`src/mtep_pkg.sv`:
```
// ----------------------------------------------------------------------------
// mtep_pkg
// Types and constants shared by the MIDI track event parser modules.
// ----------------------------------------------------------------------------
package mtep_pkg;

  localparam int unsigned TRACKS_DEFAULT = 16;
  localparam int unsigned QUEUE_DEPTH = 4;

  typedef enum logic [0:0] {
    CMD_BYTE   = 1'b0,
    CMD_REWIND = 1'b1
  } cmd_t;

  typedef enum logic [2:0] {
    KIND_CHANNEL = 3'd0,
    KIND_META    = 3'd1,
    KIND_SYSEX   = 3'd2,
    KIND_PAYLOAD = 3'd3,
    KIND_ERROR   = 3'd4
  } kind_t;

  typedef enum logic [2:0] {
    PH_DELTA  = 3'd0,
    PH_STATUS = 3'd1,
    PH_DATA1  = 3'd2,
    PH_DATA2  = 3'd3,
    PH_MTYPE  = 3'd4,
    PH_LEN    = 3'd5,
    PH_PAY    = 3'd6
  } phase_t;

  localparam logic [7:0] STATUS_NONE = 8'h0F;
  localparam logic [7:0] STATUS_META = 8'hFF;
  localparam logic [7:0] STATUS_SYS  = 8'hF0;
  localparam logic [7:0] META_EOT    = 8'h2F;
  localparam logic [7:0] DATA_MASK   = 8'h7F;
  localparam logic [3:0] HI_PROG     = 4'hC;
  localparam logic [3:0] HI_PRESS    = 4'hD;
  localparam logic [3:0] HI_BEND     = 4'hE;

  typedef struct packed {
    logic       cmd;
    logic [3:0] track;
    logic [7:0] data_byte;
  } in_item_t;

  typedef struct packed {
    logic [2:0]  kind;
    logic [3:0]  track_out;
    logic [31:0] delta_ticks;
    logic [3:0]  status_nibble;
    logic [3:0]  channel;
    logic [7:0]  number;
    logic [14:0] value;
    logic [31:0] payload_length;
    logic [7:0]  payload_byte;
    logic        payload_last;
  } out_item_t;

  // per-track parse context
  typedef struct packed {
    logic [7:0]  running_status;
    logic        ended;
    logic        halted;
    phase_t      phase;
    logic [31:0] ticks;
    logic [7:0]  first_data;
    logic [7:0]  event_status;
    logic [31:0] remaining;
  } ctx_t;

  localparam ctx_t CTX_RESET = '{
    running_status: STATUS_NONE, ended: 1'b0, halted: 1'b0, phase: PH_DELTA,
    ticks: 32'd0, first_data: 8'd0, event_status: 8'd0, remaining: 32'd0
  };

endpackage

```
`src/mtep_front.sv`:
```
// ----------------------------------------------------------------------------
// mtep_front
// Accepts track bytes and drops those for tracks out of range.
// ----------------------------------------------------------------------------
module mtep_front #(
  parameter int unsigned TRACKS = mtep_pkg::TRACKS_DEFAULT
) (
  input  logic               clk,
  input  logic               rst,
  input  logic               push,
  output logic               full,
  input  mtep_pkg::in_item_t in_item,
  output logic               q_valid,
  input  logic               q_ready,
  output mtep_pkg::in_item_t q_item
);
  import mtep_pkg::*;

  localparam int AW = $clog2(QUEUE_DEPTH);

  in_item_t    mem [QUEUE_DEPTH];
  logic [AW-1:0] wr_ptr;
  logic [AW-1:0] rd_ptr;
  logic [AW:0]   count;
  logic          wr_en;
  logic          rd_en;
  logic          in_range;

  assign in_range = (9'(in_item.track) < 9'(TRACKS));
  assign full     = (count == (AW + 1)'(QUEUE_DEPTH));
  assign wr_en    = push && !full && in_range;
  assign q_valid  = (count != '0);
  assign rd_en    = q_valid && q_ready;
  assign q_item   = mem[rd_ptr];

  always_ff @(posedge clk) begin
    if (wr_en) begin
      mem[wr_ptr] <= in_item;
    end
  end

  always_ff @(posedge clk) begin
    if (rst) begin
      wr_ptr <= '0;
      rd_ptr <= '0;
      count  <= '0;
    end else begin
      if (wr_en) begin
        wr_ptr <= wr_ptr + 1'b1;
      end
      if (rd_en) begin
        rd_ptr <= rd_ptr + 1'b1;
      end
      count <= count + (AW + 1)'(wr_en) - (AW + 1)'(rd_en);
    end
  end

  a_count_max: assert property (@(posedge clk) disable iff (rst)
    count <= (AW + 1)'(QUEUE_DEPTH)) else $error("queue overflow");
  a_no_pop_empty: assert property (@(posedge clk) disable iff (rst)
    (count == '0) |-> !rd_en) else $error("pop of empty queue");
  a_count_step: assert property (@(posedge clk) disable iff (rst)
    (wr_en && !rd_en) |=> (count == $past(count) + 1'b1)) else $error("count");

endmodule

```
`src/mtep_back.sv`:
```
// ----------------------------------------------------------------------------
// mtep_back
// Per-track parse engine and result register.
// ----------------------------------------------------------------------------
module mtep_back #(
  parameter int unsigned TRACKS = mtep_pkg::TRACKS_DEFAULT
) (
  input  logic                clk,
  input  logic                rst,
  input  logic                q_valid,
  output logic                q_ready,
  input  mtep_pkg::in_item_t  q_item,
  output logic                empty,
  input  logic                pop,
  output mtep_pkg::out_item_t out_item
);
  import mtep_pkg::*;

  localparam int TW = (TRACKS > 1) ? $clog2(TRACKS) : 1;

  ctx_t       ctx [TRACKS];
  logic       out_valid;
  out_item_t  res;
  logic       res_valid;
  ctx_t       cur;
  ctx_t       nxt;
  logic [3:0] hi;
  logic [7:0] b;
  logic       take;
  logic [TW-1:0] idx;

  assign q_ready = !out_valid || pop;
  assign take    = q_valid && q_ready;
  assign empty   = !out_valid;
  assign idx     = TW'(q_item.track);
  assign cur     = ctx[idx];
  assign b       = q_item.data_byte;

  always_comb begin
    nxt       = cur;
    res       = '0;
    res_valid = 1'b0;
    hi        = cur.event_status[7:4];
    res.track_out = q_item.track;
    res.channel   = 4'hF;
    if (q_item.cmd == CMD_REWIND) begin
      nxt = CTX_RESET;
    end else if (cur.halted || (cur.ended && cur.phase != PH_PAY)) begin
      nxt = cur;
    end else begin
      unique case (cur.phase)
        PH_DELTA: begin
          nxt.ticks = {cur.ticks[24:0], b[6:0]};
          if (!b[7]) nxt.phase = PH_STATUS;
        end
        PH_STATUS, PH_DATA1: begin
          if (cur.phase == PH_STATUS && b[7]) begin
            nxt.event_status = b;
            if (b == STATUS_META) begin
              nxt.running_status = STATUS_NONE;
              nxt.phase = PH_MTYPE;
            end else if (b >= STATUS_SYS) begin
              nxt.running_status = STATUS_NONE;
              nxt.first_data = {4'h0, b[3:0]};
              nxt.remaining = '0;
              nxt.phase = PH_LEN;
            end else begin
              nxt.running_status = b;
              nxt.phase = PH_DATA1;
            end
          end else if (cur.phase == PH_STATUS && !cur.running_status[7]) begin
            res_valid = 1'b1;
            res.kind = KIND_ERROR;
            res.delta_ticks = cur.ticks;
            res.number = b;
            nxt.halted = 1'b1;
          end else begin
            if (cur.phase == PH_STATUS) begin
              nxt.event_status = cur.running_status;
              hi = cur.running_status[7:4];
            end
            if (hi == HI_PROG || hi == HI_PRESS) begin
              res_valid = 1'b1;
              res.kind = KIND_CHANNEL;
              res.delta_ticks = cur.ticks;
              res.status_nibble = hi;
              res.channel = nxt.event_status[3:0];
              res.value = {7'd0, b};
              nxt.ticks = '0;
              nxt.phase = PH_DELTA;
            end else begin
              nxt.first_data = b;
              nxt.phase = PH_DATA2;
            end
          end
        end
        PH_DATA2: begin
          res_valid = 1'b1;
          res.kind = KIND_CHANNEL;
          res.delta_ticks = cur.ticks;
          res.status_nibble = hi;
          res.channel = cur.event_status[3:0];
          if (hi == HI_BEND) begin
            res.value = {1'b0, b[6:0], cur.first_data[6:0]};
          end else begin
            res.number = cur.first_data;
            res.value = {7'd0, b};
          end
          nxt.ticks = '0;
          nxt.phase = PH_DELTA;
        end
        PH_MTYPE: begin
          nxt.first_data = b;
          nxt.remaining = '0;
          nxt.phase = PH_LEN;
        end
        PH_LEN: begin
          nxt.remaining = {cur.remaining[24:0], b[6:0]};
          if (!b[7]) begin
            res_valid = 1'b1;
            res.kind = (cur.event_status == STATUS_META) ? KIND_META : KIND_SYSEX;
            res.delta_ticks = cur.ticks;
            res.status_nibble = 4'hF;
            res.number = cur.first_data;
            res.payload_length = nxt.remaining;
            if (cur.event_status == STATUS_META && cur.first_data == META_EOT)
              nxt.ended = 1'b1;
            nxt.ticks = '0;
            nxt.phase = (nxt.remaining != '0) ? PH_PAY : PH_DELTA;
          end
        end
        PH_PAY: begin
          res_valid = 1'b1;
          res.kind = KIND_PAYLOAD;
          res.status_nibble = 4'hF;
          res.number = cur.first_data;
          res.payload_byte = b;
          res.payload_last = (cur.remaining == 32'd1);
          nxt.remaining = cur.remaining - 32'd1;
          if (cur.remaining == 32'd1) nxt.phase = PH_DELTA;
        end
        default: begin
          nxt.phase = PH_DELTA;
        end
      endcase
    end
  end

  always_ff @(posedge clk) begin
    if (rst) begin
      for (int i = 0; i < TRACKS; i++) ctx[i] <= CTX_RESET;
    end else if (take) begin
      ctx[idx] <= nxt;
    end
  end

  always_ff @(posedge clk) begin
    if (rst) begin
      out_valid <= 1'b0;
    end else if (q_ready) begin
      out_valid <= take && res_valid;
    end
  end

  always_ff @(posedge clk) begin
    if (take && res_valid) out_item <= res;
  end

  a_hold: assert property (@(posedge clk) disable iff (rst)
    (out_valid && !pop) |=> out_valid) else $error("result lost");
  a_no_take_stall: assert property (@(posedge clk) disable iff (rst)
    (out_valid && !pop) |-> !take) else $error("overwrite of result");
  a_hold_data: assert property (@(posedge clk) disable iff (rst)
    (out_valid && !pop) |=> $stable(out_item)) else $error("result changed");

endmodule

```
`src/midi_track_event_parser.sv`:
```
// path: an accepted track byte is stored in the queue, then parsed into the result register
// throughput: one byte per cycle while the result register is free or being popped
// a short queue decouples input from the parse engine; results wait in one register
// reset: synchronous rst clears queue, result register and every track context
// ----------------------------------------------------------------------------
// midi_track_event_parser
// Standard MIDI file track event parser, interleaved tracks, one byte a cycle unless results back up.
// ----------------------------------------------------------------------------
module midi_track_event_parser #(
  parameter int unsigned TRACKS = mtep_pkg::TRACKS_DEFAULT
) (
  input  logic                clk,
  input  logic                rst,
  input  logic                push,
  output logic                full,
  input  mtep_pkg::in_item_t  in_item,
  output logic                empty,
  input  logic                pop,
  output mtep_pkg::out_item_t out_item
);
  import mtep_pkg::*;

  logic     q_valid;
  logic     q_ready;
  in_item_t q_item;

  mtep_front #(.TRACKS(TRACKS)) u_front (
    .clk, .rst, .push, .full, .in_item, .q_valid, .q_ready, .q_item
  );

  mtep_back #(.TRACKS(TRACKS)) u_back (
    .clk, .rst, .q_valid, .q_ready, .q_item, .empty, .pop, .out_item
  );

endmodule

```
`config.mk`:
```
export PLATFORM = sky130hd
export DESIGN_NAME = midi_track_event_parser
export DESIGN_NICKNAME = d
export VERILOG_FILES = /design/src/mtep_pkg.sv /design/src/mtep_front.sv /design/src/mtep_back.sv /design/src/midi_track_event_parser.sv
export SDC_FILE = /design/constraint.sdc
export NUM_CORES = 2
export LEC_CHECK = 0
export BUFFER_PORTS_ARGS = -buffer_cell sky130_fd_sc_hd__buf_2
export CELL_PAD_IN_SITES_DETAIL_PLACEMENT = 0
export CELL_PAD_IN_SITES_GLOBAL_PLACEMENT = 1
export CORE_MARGIN = 5
export CORE_UTILIZATION = 54
export DETAILED_ROUTE_END_ITERATION = 8
export PLACE_DENSITY = 0.9
export SETUP_SLACK_MARGIN = 0.5
export SLEW_MARGIN = 20
export SYNTH_ARGS = -nofsm -noshare
export SYNTH_HDL_FRONTEND = slang
export SYNTH_HIERARCHICAL = 1
export SYNTH_SLANG_ARGS = --single-unit
```
`constraint.sdc`:
```
create_clock -name clk -period 10.9 [get_ports clk]
set_clock_uncertainty 0.05 [all_clocks]
set_input_delay 2.18 -clock clk [delete_from_list [all_inputs] [get_ports clk]]
set_output_delay 2.18 -clock clk [all_outputs]
set_load 0.02 [all_outputs]
```
==> results.md <==
- The most instantiated flip-flop cell in the synthesis netlist is sky130_fd_sc_hd__edfxtp_1.
- For this run, design rule violations remaining after detail routing come to 0.
- The post-route antenna net violation count is 0.
- The critical path is of the reg2reg type.
- The initial cell density of the core is 54.2%.
- Yosys printed 6 warnings.
- Using the TritonRoute via totals, the vias-per-cell ratio works out to 6.86.
- The number of max-slew violations in the final report was 0.
- TritonCTS created 162 clock buffers.
- The synthesized design spends more area on one cell type than any other, namely sky130_fd_sc_hd__edfxtp_1.
- In this run, distinct cell masters in the synthesized netlist total 104.
- The synthesized-area fraction occupied by ao, oa, aoi and oai cells is 4.35%.
- The simple-gate area share of the yosys netlist is 10.8%.
- The sequential cell area is 0.0497 mm2.
- Detailed routing inserted a total of 46.6k vias.
- The initial antenna violation count is 4.
- The synthesis-to-finish area growth is 9.98%.
- The synthesized netlist occupies a cell area of 0.0734 mm2.
- 130 I/O pins were placed.
- Summed over all cells, the static leakage comes to 27.2 nW.
- At the worst endpoint, the required time is 11.29 ns.
- The commonest cells after synthesis are sky130_fd_sc_hd__edfxtp_1, sky130_fd_sc_hd__nor2_1, sky130_fd_sc_hd__mux4_2.
- Counting along the longest clock path gives a buffer depth of 3.
- The layout cell share with drive strength beyond 1 is 21.5%.
- After floorplanning, the core was sized to cover 0.135 mm2.
- The net count of the finished layout is 4902.
- The detailed placer's ending HPWL is 117000 um.
- Input and output buffers added on the ports amount to 128.
- The most common cell in the netlist is sky130_fd_sc_hd__edfxtp_1.
- The global placer's final weighted congestion is 0.959.
- The horizontal die dimension is 379 um.
- The portion of synthesized area spent on multiplexers is 13.7%.
- The areal power density over the cells is 300 mW/mm2.
- The worst setup path is captured at a flop.
- The synthesized netlist devotes 0.0699% of its cell area to XOR and XNOR gates.
- The period utilization is 71.3%.
- The final count of hold timing violations is 0.
- Setup repair after global routing left no endpoint under its margin.
- The kind of start point of the critical path is a flop.
- When the netlist entered floorplanning its net count stood at 4922.
- The violation count after the first detailed-route iteration is 7868.
- The completed layout was analyzed and its total power is 24.2 mW.
- The final wirelength is 216000 um.
- Synthesis produced 4896 cells.
- The tool flagged a number of max-cap violations equal to 0.
- Summing all multi-input logic gate instances after layout gives 0.0219 mm2.
- The minimum clock period is 7.77 ns.
- Row generation in the floorplan step produced 135 rows.
- For the worst-skew pair, the clock arrives at the later sink with an insertion delay of 0.81 ns.
- The die outline height is 379 um.
- In this run the worst hold path is classified as reg2reg.
- The average wire per standard cell is 31.8 um.
- For this run the aggregate overflow at the end of global routing stands at 0.
- The die covers 0.143 mm2.
- The layout filler cell count is 9649.
- Along the worst path, the maximum fanout reaches 44.
- The share of synthesized area in the top cell type comes to 67.5%.
- At the pin with the least slew margin, the transition time is 1.19 ns.
- Adding up every negative setup slack in the final design gives 0 ns.
- TritonCTS built the clock tree.
- In this run the most critical hold path is launched from u_front/wr_ptr[1].
- The final number of setup-violating endpoints is 0.
- The flip-flop and latch count after synthesis is 1660.
- The number of hold buffers added after CTS is 0.
- The post-CTS repair timing setup buffer count is 0.
- The pre-antenna-repair detailed-routing pass consisted of 7 iterations.
- In this run, synthesis inferred 1650 flip-flops with an integrated enable.
- The largest net degree at the start of global routing is 114.
- The clock transition at the registers of the reported paths is 0.06 ns.
- The tightest slew margin relative to the limit is 20.7%.
- The main combinational cell family by area after synthesis is multiplexers.
- Timing would allow up to 129 MHz.
- The via count of the first global-routing pass is 45.8k.
- The run finished with clean final reports.
- The number of gates resized after cts is 0.
- The number of levels in the clock H-tree is 4.
- The first-pass GRT wire length is 314000 um.
- After synthesis, the share of flip-flops with an asynchronous set or reset is 0%.
- The peak supply drop is 0.281 mV.
- Global routing used 30.2% of the available tracks.
- Summing the areas of all fa, ha and maj instances in the mapped netlist gives 0.164% of the synthesized area.
- Data arrives at the worst endpoint at 8.16 ns.
- In this run the mean area of a mapped cell was 15.0 um2.
- The clock root buffer is sky130_fd_sc_hd__clkbuf_16.
- The post-synthesis sequential area ratio is 67.8%.
- Yosys attributes the largest share of cell area to sky130_fd_sc_hd__edfxtp_1, sky130_fd_sc_hd__mux4_2, sky130_fd_sc_hd__nor2_1.
- The number of sinks on the clock net is 1660.
## critical path, cell delays in order, from the launching register on
cell,delay (ns)
sky130_fd_sc_hd__dfxtp_1,0.88
sky130_fd_sc_hd__mux4_4,0.93
sky130_fd_sc_hd__buf_4,0.70
sky130_fd_sc_hd__mux4_2,0.42
sky130_fd_sc_hd__a22oi_1,0.32
sky130_fd_sc_hd__nand2_1,0.53
sky130_fd_sc_hd__nor4_1,1.12
sky130_fd_sc_hd__nor2_1,0.45
sky130_fd_sc_hd__nor3_1,0.33
sky130_fd_sc_hd__o311ai_0,0.29
sky130_fd_sc_hd__nor2b_4,0.65
sky130_fd_sc_hd__buf_16,0.25
sky130_fd_sc_hd__buf_4,0.39
## sequential cells by signal, indices dropped and copies added (netlist names), named ones only
register	cells
u_front/count	3
u_front/mem	52
u_back/out_valid	1
u_back/ctx	1488
u_back/out_item	110
u_front/rd_ptr	2
u_front/wr_ptr	2
## cell families (layout without fill, tap and decap cells)
logic type,after synthesis,count (layout)
AO/OA/AOI/OAI,418,418
XOR/XNOR,5,5
adder cells (fa/ha/maj),9,9
buffers and inverters,449,561
flip-flops,1660,1660
multiplexers,455,455
other,1,3
AND/OR/NAND/NOR,1899,1899
## cells in the final DEF (no fill, tap or decap), drive strengths merged, types with 20 or more instances in the layout
master and n:
edfxtp 1650, nor2 1441, mux4 436, buf 244
clkbuf 198, nand2 171, a21oi 162, clkinv 72
a22oi 62, nand3 61, and2 45, nor3 44
a22o 42, o21ai 32, inv 32, nand4 28
and3 23, nand2b 20
## area by class of cell
class / instances / share of cell area [%]
flip-flops and latches: 1660 / 61.7
multi-input cells: 2787 / 27.1
clock buffers: 197 / 5.23
well taps: 1781 / 2.76
repair buffers: 245 / 1.98
clock inverters: 99 / 1.14
inverters: 20 / 0.0930
diodes: 2 / 0.00620
## power breakdown
group	internal [mW]	leakage, nW	switching (mW)
logic	3.14	8.00	7.72
registers	7.69	16.6	0.185
clock network	3.05	2.52	2.45
total	13.9	27.2	10.4
## metrics by stage
stage | area (um2) | setup slack, ns | hold WS (ns) | utilization [%] | cells
final | 80700 | 3.13 | 0.475 | 59.6 | 6791
after floorplan | 73400 | 1.55 | 0.432 | - | 4896
after global routing | 80700 | 2.78 | 0.514 | 59.6 | 6789
after detailed placement | 75400 | 3.38 | 0.465 | 55.7 | 6490
after CTS | 80500 | 3.35 | 0.476 | 59.5 | 6786
after global placement | 75300 | 3.29 | 0.453 | 55.7 | 6486
## per-layer routing
metal  wire, um  vias up  track usage, %  part of all wire, %
li1           -    18400               -                    -
met2     101000     4181            47.2                   47
met1      70600    23300            40.0                   33
met4      12200        2            14.4                  5.7
met3      32200      737            7.87                   15
met5          7        -               0               0.0032
## path summary, 6_finish.rpt
check	to	slack (ns)	cells after the start
worst min-delay path	u_front/wr_ptr[1]	0.47	2
worst min register to register	u_front/wr_ptr[1]	0.47	2
worst max register to register	u_back/out_item[19]	3.13	12
worst max-delay path	u_back/out_item[19]	3.13	12
Power figures use the tool's default switching activity.
